File: src/rtl/core/dirent_pkg.sv
`default_nettype none
// ============================================================================
// dirent_pkg
// Shared types, constants and letter tables for the directory listing filter.
// ============================================================================
package dirent_pkg;

    localparam int NAME_CHARS = 16;
    localparam int LINE_BYTES = 32;
    localparam int CORE_BYTES = 24;
    localparam int LEN_W      = 5;
    localparam int CNT_W      = 5;
    localparam int CFG_W      = 64;
    localparam int CFG_IDX_W  = 2;

    localparam logic [7:0] PAD_CHAR   = 8'hA0;
    localparam logic [7:0] QMARK      = 8'h3F;
    localparam logic [7:0] STAR       = 8'h2A;
    localparam logic [7:0] SPACE      = 8'h20;
    localparam logic [7:0] QUOTE      = 8'h22;
    localparam logic [7:0] LT_CHAR    = 8'h3C;
    localparam logic [7:0] LINK_BYTE  = 8'h01;
    localparam logic [7:0] ZERO_BYTE  = 8'h00;
    localparam logic [7:0] CLOSED_BIT = 8'h80;
    localparam logic [7:0] PROT_BIT   = 8'h40;

    localparam logic [CFG_IDX_W-1:0] CFG_PAT_LO  = 2'd0;
    localparam logic [CFG_IDX_W-1:0] CFG_PAT_HI  = 2'd1;
    localparam logic [CFG_IDX_W-1:0] CFG_PAT_LEN = 2'd2;

    typedef logic [LINE_BYTES-1:0][7:0] t_line;

    typedef struct packed {
        logic ok;
        logic star;
        logic pad;
    } t_lane_flags;

    typedef struct packed {
        logic [7:0]                        entry_type;
        logic [15:0]                       block_count;
        logic [NAME_CHARS-1:0][7:0]        name;
        logic [NAME_CHARS-1:0]             ok;
        logic [NAME_CHARS-1:0]             star;
        logic [NAME_CHARS-1:0]             pad;
    } t_ent_s1;

    function automatic logic [7:0] letter_a(input logic [3:0] t);
        logic [7:0] c;
        case (t)
            4'd0:    c = 8'h44;
            4'd1:    c = 8'h53;
            4'd2:    c = 8'h50;
            4'd3:    c = 8'h55;
            4'd4:    c = 8'h52;
            4'd5:    c = 8'h45;
            4'd6:    c = 8'h45;
            4'd7:    c = 8'h52;
            4'd8:    c = 8'h53;
            4'd9:    c = 8'h45;
            4'd10:   c = 8'h4C;
            4'd11:   c = 8'h51;
            4'd12:   c = 8'h47;
            4'd13:   c = 8'h52;
            4'd14:   c = 8'h4C;
            default: c = QMARK;
        endcase
        return c;
    endfunction

    function automatic logic [7:0] letter_b(input logic [3:0] t);
        logic [7:0] c;
        case (t)
            4'd0:    c = 8'h45;
            4'd1:    c = 8'h45;
            4'd2:    c = 8'h52;
            4'd3:    c = 8'h53;
            4'd4:    c = 8'h45;
            4'd5:    c = 8'h4C;
            4'd6:    c = 8'h51;
            4'd7:    c = 8'h47;
            4'd8:    c = 8'h52;
            4'd9:    c = 8'h4C;
            default: c = QMARK;
        endcase
        return c;
    endfunction

    function automatic logic [7:0] letter_c(input logic [3:0] t);
        logic [7:0] c;
        case (t)
            4'd0:    c = 8'h4C;
            4'd1:    c = 8'h51;
            4'd2:    c = 8'h47;
            4'd3:    c = 8'h52;
            4'd4:    c = 8'h4C;
            default: c = QMARK;
        endcase
        return c;
    endfunction

endpackage
`default_nettype wire

File: src/rtl/core/dirent_in_if.sv
`default_nettype none
// ============================================================================
// dirent_in_if
// Entry channel: one directory entry per beat.
// ============================================================================
interface dirent_in_if;
    logic        valid;
    logic        ready;
    logic [7:0]  entry_type;
    logic [15:0] block_count;
    logic [63:0] name_first_half;
    logic [63:0] name_second_half;

    modport source (
        output valid, entry_type, block_count, name_first_half, name_second_half,
        input  ready
    );
    modport sink (
        input  valid, entry_type, block_count, name_first_half, name_second_half,
        output ready
    );
endinterface
`default_nettype wire

File: src/rtl/core/dirent_out_if.sv
`default_nettype none
// ============================================================================
// dirent_out_if
// Line channel: one byte of a listing line per beat.
// ============================================================================
interface dirent_out_if;
    logic       valid;
    logic       ready;
    logic [7:0] line_byte;
    logic       last_of_line;

    modport source (output valid, line_byte, last_of_line, input ready);
    modport sink   (input valid, line_byte, last_of_line, output ready);
endinterface
`default_nettype wire

File: src/rtl/core/dirent_lane.sv
`default_nettype none
// ============================================================================
// dirent_lane
// One character lane: compares a pattern character with a name character.
// ============================================================================
module dirent_lane (
    input  logic [7:0]                i_pat_char,
    input  logic [7:0]                i_name_char,
    output dirent_pkg::t_lane_flags   o_flags
);

    assign o_flags.ok   = (i_pat_char == i_name_char) || (i_pat_char == dirent_pkg::QMARK);
    assign o_flags.star = (i_pat_char == dirent_pkg::STAR);
    assign o_flags.pad  = (i_name_char == dirent_pkg::PAD_CHAR);

endmodule
`default_nettype wire

File: src/rtl/core/dirent_merge.sv
`default_nettype none
// ============================================================================
// dirent_merge
// Combines lane flags into the match decision and builds the listing line.
// ============================================================================
module dirent_merge (
    input  logic                                  i_clk,
    input  logic                                  i_rst_n,
    input  logic                                  i_valid,
    output logic                                  o_take,
    input  dirent_pkg::t_ent_s1                   i_ent,
    input  logic [dirent_pkg::LEN_W-1:0]          i_pat_len,
    output logic                                  o_valid,
    input  logic                                  i_ready,
    output dirent_pkg::t_line                     o_line
);

    localparam int MID_BYTES = dirent_pkg::CORE_BYTES + 4;

    logic [dirent_pkg::LEN_W-1:0]                  len_c;
    logic                                          found;
    logic                                          star_hit;
    logic                                          match;
    logic                                          pass;
    logic                                          s2_free;
    logic [dirent_pkg::NAME_CHARS-1:0]             seen;
    logic [dirent_pkg::CORE_BYTES-1:0][7:0]        core;
    logic [MID_BYTES-1:0][7:0]                     mid;
    logic                                          lt10;
    logic                                          lt100;
    logic [1:0]                                    lead;
    dirent_pkg::t_line                             n_line;
    logic                                          r_valid;
    dirent_pkg::t_line                             r_line;

    always_comb begin
        len_c = (i_pat_len > dirent_pkg::LEN_W'(dirent_pkg::NAME_CHARS))
              ? dirent_pkg::LEN_W'(dirent_pkg::NAME_CHARS) : i_pat_len;
        found    = 1'b0;
        star_hit = 1'b0;
        for (int i = dirent_pkg::NAME_CHARS - 1; i >= 0; i--) begin
            if ((dirent_pkg::LEN_W'(i) < len_c) && (i_ent.star[i] || !i_ent.ok[i])) begin
                found    = 1'b1;
                star_hit = i_ent.star[i];
            end
        end
        if (len_c == '0) begin
            match = 1'b1;
        end else if (found) begin
            match = star_hit;
        end else if (len_c == dirent_pkg::LEN_W'(dirent_pkg::NAME_CHARS)) begin
            match = 1'b1;
        end else begin
            match = i_ent.pad[len_c[3:0]];
        end
        pass = (i_ent.entry_type != 8'h00) && match;
    end

    always_comb begin
        seen[0] = 1'b0;
        for (int i = 1; i < dirent_pkg::NAME_CHARS; i++) begin
            seen[i] = seen[i-1] | i_ent.pad[i-1];
        end
        core[0] = dirent_pkg::QUOTE;
        for (int i = 0; i < dirent_pkg::NAME_CHARS; i++) begin
            if (i_ent.pad[i]) begin
                core[i+1] = seen[i] ? dirent_pkg::SPACE : dirent_pkg::QUOTE;
            end else begin
                core[i+1] = i_ent.name[i];
            end
        end
        core[17] = (|i_ent.pad) ? dirent_pkg::SPACE : dirent_pkg::QUOTE;
        core[18] = ((i_ent.entry_type & dirent_pkg::CLOSED_BIT) != 8'h00)
                 ? dirent_pkg::SPACE : dirent_pkg::STAR;
        core[19] = dirent_pkg::letter_a(i_ent.entry_type[3:0]);
        core[20] = dirent_pkg::letter_b(i_ent.entry_type[3:0]);
        core[21] = dirent_pkg::letter_c(i_ent.entry_type[3:0]);
        core[22] = ((i_ent.entry_type & dirent_pkg::PROT_BIT) != 8'h00)
                 ? dirent_pkg::LT_CHAR : dirent_pkg::SPACE;
        core[23] = dirent_pkg::SPACE;

        mid[0] = dirent_pkg::SPACE;
        mid[1] = dirent_pkg::SPACE;
        for (int i = 0; i < dirent_pkg::CORE_BYTES; i++) begin
            mid[i+2] = core[i];
        end
        mid[MID_BYTES-2] = dirent_pkg::SPACE;
        mid[MID_BYTES-1] = dirent_pkg::SPACE;

        lt10  = (i_ent.block_count < 16'd10);
        lt100 = (i_ent.block_count < 16'd100);
        lead  = {1'b0, lt10} + {1'b0, lt100};

        n_line    = '0;
        n_line[0] = dirent_pkg::LINK_BYTE;
        n_line[1] = dirent_pkg::LINK_BYTE;
        n_line[2] = i_ent.block_count[7:0];
        n_line[3] = i_ent.block_count[15:8];
        n_line[4] = dirent_pkg::SPACE;
        for (int j = 0; j < MID_BYTES - 2; j++) begin
            case (lead)
                2'd2:    n_line[5+j] = mid[j];
                2'd1:    n_line[5+j] = mid[j+1];
                default: n_line[5+j] = mid[j+2];
            endcase
        end
        n_line[dirent_pkg::LINE_BYTES-1] = dirent_pkg::ZERO_BYTE;
    end

    assign s2_free = !r_valid || i_ready;
    assign o_take  = i_valid && (!pass || s2_free);
    assign o_valid = r_valid;
    assign o_line  = r_line;

    always_ff @(posedge i_clk) begin
        if (!i_rst_n) begin
            r_valid <= 1'b0;
        end else if (s2_free) begin
            r_valid <= i_valid && pass;
        end
    end

    always_ff @(posedge i_clk) begin
        if (s2_free && i_valid && pass) begin
            r_line <= n_line;
        end
    end

endmodule
`default_nettype wire

File: src/rtl/core/dirent_ser.sv
`default_nettype none
// ============================================================================
// dirent_ser
// Line serializer: shifts a 32-byte line out one byte per beat.
// ============================================================================
module dirent_ser (
    input  logic                 i_clk,
    input  logic                 i_rst_n,
    input  logic                 i_valid,
    output logic                 o_ready,
    input  dirent_pkg::t_line    i_line,
    dirent_out_if.source         o_line
);

    localparam logic [dirent_pkg::CNT_W-1:0] LAST_CNT =
        dirent_pkg::CNT_W'(dirent_pkg::LINE_BYTES - 1);

    logic                              r_busy;
    logic [dirent_pkg::CNT_W-1:0]      r_cnt;
    dirent_pkg::t_line                 r_buf;
    logic                              beat;
    logic                              last;

    assign last    = (r_cnt == LAST_CNT);
    assign beat    = r_busy && o_line.ready;
    assign o_ready = !r_busy || (beat && last);

    assign o_line.valid        = r_busy;
    assign o_line.line_byte    = r_buf[0];
    assign o_line.last_of_line = last;

    always_ff @(posedge i_clk) begin
        if (!i_rst_n) begin
            r_busy <= 1'b0;
            r_cnt  <= '0;
        end else if (o_ready) begin
            r_busy <= i_valid;
            r_cnt  <= '0;
        end else if (beat) begin
            r_cnt <= r_cnt + 1'b1;
        end
    end

    always_ff @(posedge i_clk) begin
        if (o_ready && i_valid) begin
            r_buf <= i_line;
        end else if (beat) begin
            r_buf <= {dirent_pkg::ZERO_BYTE, r_buf[dirent_pkg::LINE_BYTES-1:1]};
        end
    end

endmodule
`default_nettype wire

File: src/rtl/core/directory_entry_filter_formatter.sv
`default_nettype none
// ============================================================================
// directory_entry_filter_formatter
// Filters directory entries against a wildcard pattern and emits a 32-byte
// listing line for each entry that passes.
//
//   channel   dir   beat carries                                  rate
//   i_ent     in    entry_type, block_count, name halves          1 / cycle when ready
//   o_line    out   line_byte, last_of_line                       1 / cycle when ready
//   i_cfg_*   in    pattern halves, pattern length (write only)   1 / cycle
//
// Sixteen character lanes compare the entry in the cycle it is accepted; the
// merge stage decides the match from the registered flags and builds the line.
// A passing entry occupies the serializer for 32 output beats, so matching
// entries flow at most one per 32 output beats; skipped ones drain one per cycle.
// Stage-1, merge and serializer registers lie between entry and first byte.
// Reset is synchronous and clears all valid flags and the pattern registers.
// ============================================================================
module directory_entry_filter_formatter (
    input  logic                                  i_clk,
    input  logic                                  i_rst_n,
    dirent_in_if.sink                             i_ent,
    dirent_out_if.source                          o_line,
    input  logic                                  i_cfg_we,
    input  logic [dirent_pkg::CFG_IDX_W-1:0]      i_cfg_idx,
    input  logic [dirent_pkg::CFG_W-1:0]          i_cfg_data
);

    logic [dirent_pkg::CFG_W-1:0]                 r_pat_lo;
    logic [dirent_pkg::CFG_W-1:0]                 r_pat_hi;
    logic [dirent_pkg::LEN_W-1:0]                 r_pat_len;

    logic [dirent_pkg::NAME_CHARS-1:0][7:0]       pat;
    logic [dirent_pkg::NAME_CHARS-1:0][7:0]       name;
    dirent_pkg::t_lane_flags                      lane_flags [dirent_pkg::NAME_CHARS];
    dirent_pkg::t_ent_s1                          n_s1;
    dirent_pkg::t_ent_s1                          r_s1;
    logic                                         r_s1_valid;
    logic                                         s1_take;
    logic                                         in_beat;
    logic                                         line_valid;
    logic                                         line_ready;
    dirent_pkg::t_line                            line;

    always_ff @(posedge i_clk) begin
        if (!i_rst_n) begin
            r_pat_lo  <= '0;
            r_pat_hi  <= '0;
            r_pat_len <= '0;
        end else if (i_cfg_we) begin
            unique case (i_cfg_idx)
                dirent_pkg::CFG_PAT_LO:  r_pat_lo  <= i_cfg_data;
                dirent_pkg::CFG_PAT_HI:  r_pat_hi  <= i_cfg_data;
                dirent_pkg::CFG_PAT_LEN: r_pat_len <= i_cfg_data[dirent_pkg::LEN_W-1:0];
                default: ;
            endcase
        end
    end

    assign pat  = {r_pat_hi, r_pat_lo};
    assign name = {i_ent.name_second_half, i_ent.name_first_half};

    for (genvar g = 0; g < dirent_pkg::NAME_CHARS; g++) begin : g_lane
        dirent_lane u_lane (
            .i_pat_char  (pat[g]),
            .i_name_char (name[g]),
            .o_flags     (lane_flags[g])
        );
    end

    always_comb begin
        n_s1.entry_type  = i_ent.entry_type;
        n_s1.block_count = i_ent.block_count;
        n_s1.name        = name;
        for (int i = 0; i < dirent_pkg::NAME_CHARS; i++) begin
            n_s1.ok[i]   = lane_flags[i].ok;
            n_s1.star[i] = lane_flags[i].star;
            n_s1.pad[i]  = lane_flags[i].pad;
        end
    end

    assign i_ent.ready = !r_s1_valid || s1_take;
    assign in_beat     = i_ent.valid && i_ent.ready;

    always_ff @(posedge i_clk) begin
        if (!i_rst_n) begin
            r_s1_valid <= 1'b0;
        end else if (i_ent.ready) begin
            r_s1_valid <= i_ent.valid;
        end
    end

    always_ff @(posedge i_clk) begin
        if (in_beat) begin
            r_s1 <= n_s1;
        end
    end

    dirent_merge u_merge (
        .i_clk     (i_clk),
        .i_rst_n   (i_rst_n),
        .i_valid   (r_s1_valid),
        .o_take    (s1_take),
        .i_ent     (r_s1),
        .i_pat_len (r_pat_len),
        .o_valid   (line_valid),
        .i_ready   (line_ready),
        .o_line    (line)
    );

    dirent_ser u_ser (
        .i_clk   (i_clk),
        .i_rst_n (i_rst_n),
        .i_valid (line_valid),
        .o_ready (line_ready),
        .i_line  (line),
        .o_line  (o_line)
    );

endmodule
`default_nettype wire
File: src/flat_wrapper.sv
// flat-port wrapper written by rule: the top's interface ports become plain ports
module directory_entry_filter_formatter_flat 
  (i_clk, i_rst_n, i_cfg_we, i_cfg_idx, i_cfg_data, i_ent_valid, i_ent_entry_type, i_ent_block_count, i_ent_name_first_half, i_ent_name_second_half, i_ent_ready, o_line_valid, o_line_line_byte, o_line_last_of_line, o_line_ready);
  dirent_in_if i_ent_i ();
  dirent_out_if o_line_i ();
  input  logic i_clk;
  input  logic i_rst_n;
  input  logic i_cfg_we;
  input  logic [dirent_pkg::CFG_IDX_W-1:0] i_cfg_idx;
  input  logic [dirent_pkg::CFG_W-1:0] i_cfg_data;
  input wire logic [$bits(i_ent_i.valid)-1:0] i_ent_valid;
  input wire logic [$bits(i_ent_i.entry_type)-1:0] i_ent_entry_type;
  input wire logic [$bits(i_ent_i.block_count)-1:0] i_ent_block_count;
  input wire logic [$bits(i_ent_i.name_first_half)-1:0] i_ent_name_first_half;
  input wire logic [$bits(i_ent_i.name_second_half)-1:0] i_ent_name_second_half;
  output wire logic [$bits(i_ent_i.ready)-1:0] i_ent_ready;
  output wire logic [$bits(o_line_i.valid)-1:0] o_line_valid;
  output wire logic [$bits(o_line_i.line_byte)-1:0] o_line_line_byte;
  output wire logic [$bits(o_line_i.last_of_line)-1:0] o_line_last_of_line;
  input wire logic [$bits(o_line_i.ready)-1:0] o_line_ready;
  assign i_ent_i.valid = i_ent_valid;
  assign i_ent_i.entry_type = i_ent_entry_type;
  assign i_ent_i.block_count = i_ent_block_count;
  assign i_ent_i.name_first_half = i_ent_name_first_half;
  assign i_ent_i.name_second_half = i_ent_name_second_half;
  assign i_ent_ready = i_ent_i.ready;
  assign o_line_valid = o_line_i.valid;
  assign o_line_line_byte = o_line_i.line_byte;
  assign o_line_last_of_line = o_line_i.last_of_line;
  assign o_line_i.ready = o_line_ready;
  directory_entry_filter_formatter u_core (.i_clk(i_clk), .i_rst_n(i_rst_n), .i_ent(i_ent_i), .o_line(o_line_i), .i_cfg_we(i_cfg_we), .i_cfg_idx(i_cfg_idx), .i_cfg_data(i_cfg_data));
endmodule
File: config.mk
export PLATFORM = sky130hd
export DESIGN_NAME = directory_entry_filter_formatter_flat
export DESIGN_NICKNAME = d
export VERILOG_FILES = /design/src/rtl/core/dirent_pkg.sv /design/src/rtl/core/dirent_in_if.sv /design/src/rtl/core/dirent_out_if.sv /design/src/rtl/core/dirent_lane.sv /design/src/rtl/core/dirent_merge.sv /design/src/rtl/core/dirent_ser.sv /design/src/rtl/core/directory_entry_filter_formatter.sv /design/src/flat_wrapper.sv
export SDC_FILE = /design/constraint.sdc
export NUM_CORES = 2
export LEC_CHECK = 0
export BUFFER_PORTS_ARGS = -buffer_cell sky130_fd_sc_hd__buf_4
export CORE_ASPECT_RATIO = 1.25
export CORE_UTILIZATION = 30
export DETAILED_ROUTE_END_ITERATION = 6
export PLACE_DENSITY = 0.5
export SETUP_SLACK_MARGIN = 0.4
export SYNTH_ARGS = -nofsm -noshare
export SYNTH_HDL_FRONTEND = slang
export SYNTH_SLANG_ARGS = --single-unit
File: constraint.sdc
create_clock -name i_clk -period 16.7 [get_ports i_clk]
set_clock_uncertainty 0.2 [all_clocks]
set_input_delay 2.505 -clock i_clk [delete_from_list [all_inputs] [get_ports i_clk]]
set_output_delay 2.505 -clock i_clk [all_outputs]
set_load 0.01 [all_outputs]
==> impl_results.md <==
- WP buf/inv: 1
- Synth-to-layout area growth: 17.7%
- FMAX: 154 MHz
- DP HPWL: 71600 um
- Setup bufs post-CTS: 0
- Worst Hold Slack: 222 ps
- TritonCTS Sinks: 782
- Ports: 234
- Max FO, Critical Path: 20
- Die X-Extent: 305 um
- DR DRC count: 0
- Total negative setup slack: 0 ps
- Routed WL per cell: 21.4 um
- GR Util All Layers: 17.5%
- Reg2reg setup slack: 10460 ps
- #FFs+latches synth: 782
- Routed vias/inst: 4.88
- Port Buffers: 233
- Placed Area: 37500 um^2
- Final worst setup slack: 10190 ps
- Final nets: 3508
- GP Congestion: 0.841
- Via count: 23500
- Share of cells above drive strength 1: 13.4%
- Initial antenna violation count: 4
- Critical path class: flop to primary output
- Clock Path Buffers: 3
- Core area: 113000 um^2
- WHS Path Cells: 0
- DR top layer: met5
- Shortest period the worst path allows: 6510 ps
- Iter 0 DRT Violations: 1775
- Reg2reg end: u_core.u_merge.o_line[55]
- Netlist cell types: 80
- Mapped Area: 34300 um^2
- Met2 Wirelength: 52800 um
- Crit path launch type: flop
- Routed Antenna Nets: 0
- Max-Cap Viols: 0
- Final period util: 39.0%
- Synth async-reset ratio: 0%
- FP Rows: 138
- CTS tree: built
- Final Hold Fails: 0
- Top FF cell, synth: edfxtp_1
- Number of global-route vias before repair: 23300
- Starting density of the core: 30.3%
- Root Buffer: clkbuf_16
- Hold Crit Class: flop to flop
- GRT overflow: 0
- Rel. slew slack: 28.7%
- Post-Synthesis Cells: 3113
- DRT Pass-1 Iters: 7
- Slew @ Worst Pin: 1070 ps
- Worst hold path endpoint: u_core.u_merge.o_line[16]
- Maximum vdd drop: 0.0000710 V
- Seq/Total Area, Yosys: 63.9%
- Design area: 40400 um^2
- Min-Delay Startpoint: u_core.r_s1[176]
- Worst-path cell chain: nor2_1, nor4b_1, o311ai_0, a31oi_1, or4_1, a311oi_2, nand2_1, buf_4
- Die area: 116000 um^2
- # hold bufs at CTS: 0
- Latest clock arrival within the worst-skew pair: 650 ps
- Met1 Wirelength: 43000 um
- WP data required: 13990 ps
- Met3 Routed Length: 3970 um
- First-pass GRT wire length: 153000 um
- Slowest cell on the critical path: dfxtp_1
- Status: finished, final reports clean
- CTS H-tree lvls: 3
- Syn nets: 3346
- Post-CTS sizing: 0
- Crit end category: primary output
- DP Worst Slack: 10260 ps
- Worst-path clk slew: 60 ps
- Yosys warning count: 0
- CP max stage delay: 850 ps
- Inserted Clock Buffers: 86
- Critical R2R Launch: u_core.r_pat_len[2]
- Die height: 380 um
- Pwr dens: 115 nW/um^2
- Worst R2R Path Depth: 10
- Final setup viols: 0
- Final Max Tran Viols: 0
- Cell family with most CP delay: compound AO/OA/AOI/OAI gates
- RSZ-0062 raised after global routing: false
- CP arrival: 3800 ps
- Syn Area/Cell: 11.0 um^2
- LEAKAGE: 14.6 nW
- Largest net degree at the start of global routing: 139
- Number of synthesized flops with an enable pin: 627
- Total Wirelength: 103000 um
[layout make-up]
cell class / count / area [um^2]
clock inverter: 46 / 567
sequential: 782 / 21900
timing repair buffer: 265 / 2000
antenna: 3 / 7.51
inverter: 41 / 166
fill: 11200 / 73000
tap: 1470 / 1840
clock buffer: 111 / 2370
multi-input combinational: 2099 / 11500
[cell usage in the layout (no fill, tap or decap), drive strengths merged, types with 23 or more instances in the layout]
cell | synthesis | layout
nor2b | 103 | 103
inv | 40 | 44
edfxtp | 627 | 627
clkinv | 1 | 25
a221oi | 70 | 70
o21ai | 56 | 56
buf | 42 | 265
nand2 | 924 | 924
nand3 | 24 | 24
a21boi | 132 | 132
clkbuf | 149 | 111
nand4 | 48 | 48
mux2i | 23 | 23
a21oi | 46 | 46
and2 | 45 | 45
xnor2 | 130 | 130
dfxtp | 155 | 155
nor2 | 206 | 206
a22oi | 34 | 34
[worst register-to-register path: cells and delay by family, from the launching register on]
family	cells	cell delay (ps)
AOI/OAI and AO/OA	3	1230
DFF	1	850
and+or+nand+nor	4	1050
buffers and inverters	3	2490
[power breakdown]
part / internal, mW / switching, mW
combinational: 0.130 / 0.229
sequential: 2.24 / 0.0549
clock: 1.18 / 0.801
[cell usage after synthesis (20+ instances only)]
cell,instances,area share (%)
nand2_1,924,10
edfxtp_1,627,55
nor2_1,204,2.2
dfxtp_1,155,9.0
clkbuf_1,149,1.6
a21boi_0,130,2.8
xnor2_1,130,3.3
nor2b_1,103,1.9
a221oi_1,70,1.8
o21ai_0,55,0.80
nand4_1,48,0.87
and2_1,45,0.82
a21oi_1,44,0.64
inv_1,37,0.40
a22oi_1,34,0.74
buf_1,24,0.26
nand3_1,24,0.35
mux2i_1,21,0.61
nor4_1,21,0.38
nand2b_1,20,0.36
o22ai_1,20,0.36
[metrics by stage]
step	instances	power, mW	utilization [%]
6_report	4817	4.64	35.6
5_1_grt	4817	4.80	35.6
4_1_cts	4814	4.70	35.6
3_5_place_dp	4657	2.71	33.0
3_3_place_gp	4657	2.70	33.0
2_1_floorplan	3113	2.54	-
[worst max path at each step]
| stage | start | end | slack [ps] | cells past startpoint |
|---|---|---|---|---|
| after global routing | u_core.r_pat_len[2] | i_ent_ready | 9960 | 8 |
| after CTS | u_core.r_pat_len[2] | i_ent_ready | 10090 | 8 |
| final | u_core.r_pat_len[2] | i_ent_ready | 10190 | 8 |
| after global placement | o_line_ready | u_core.r_s1[62] | 10270 | 7 |
| after floorplan | o_line_ready | u_core.u_merge.o_line[100] | 3940 | 4 |
| after detailed placement | o_line_ready | u_core.r_s1[63] | 10260 | 7 |
[routing by layer]
layer	up-vias	track usage, %
met5	-	0
met4	2	6.68
met3	152	2.18
met2	607	31.1
met1	11500	21.6
li1	11300	-
[sequential cells by signal (all words and copies together) (netlist names)]
register / flops
u_core.r_pat_hi: 64
u_core.r_pat_lo: 64
u_core.u_merge.core: 14
u_core.r_pat_len: 5
u_core.u_ser.r_buf: 222
u_core.u_ser.o_line.valid: 1
u_core.u_ser.o_line.line_byte: 8
u_core.r_s1_valid: 1
u_core.u_ser.r_cnt: 5
u_core.u_merge.o_line: 197
u_core.r_s1: 200
u_core.u_merge.o_valid: 1
[cell families after synthesis]
group,count (synthesis),share of synthesized area (%)
AND/OR/NAND/NOR,1479,19.0
flip-flops,782,63.9
AO/OA/AOI/OAI,435,9.27
buffers and inverters,232,2.73
XOR/XNOR,132,3.37
multiplexers,43,1.41
adder cells (fa/ha/maj),10,0.364
(Power assumes the default switching activity.)
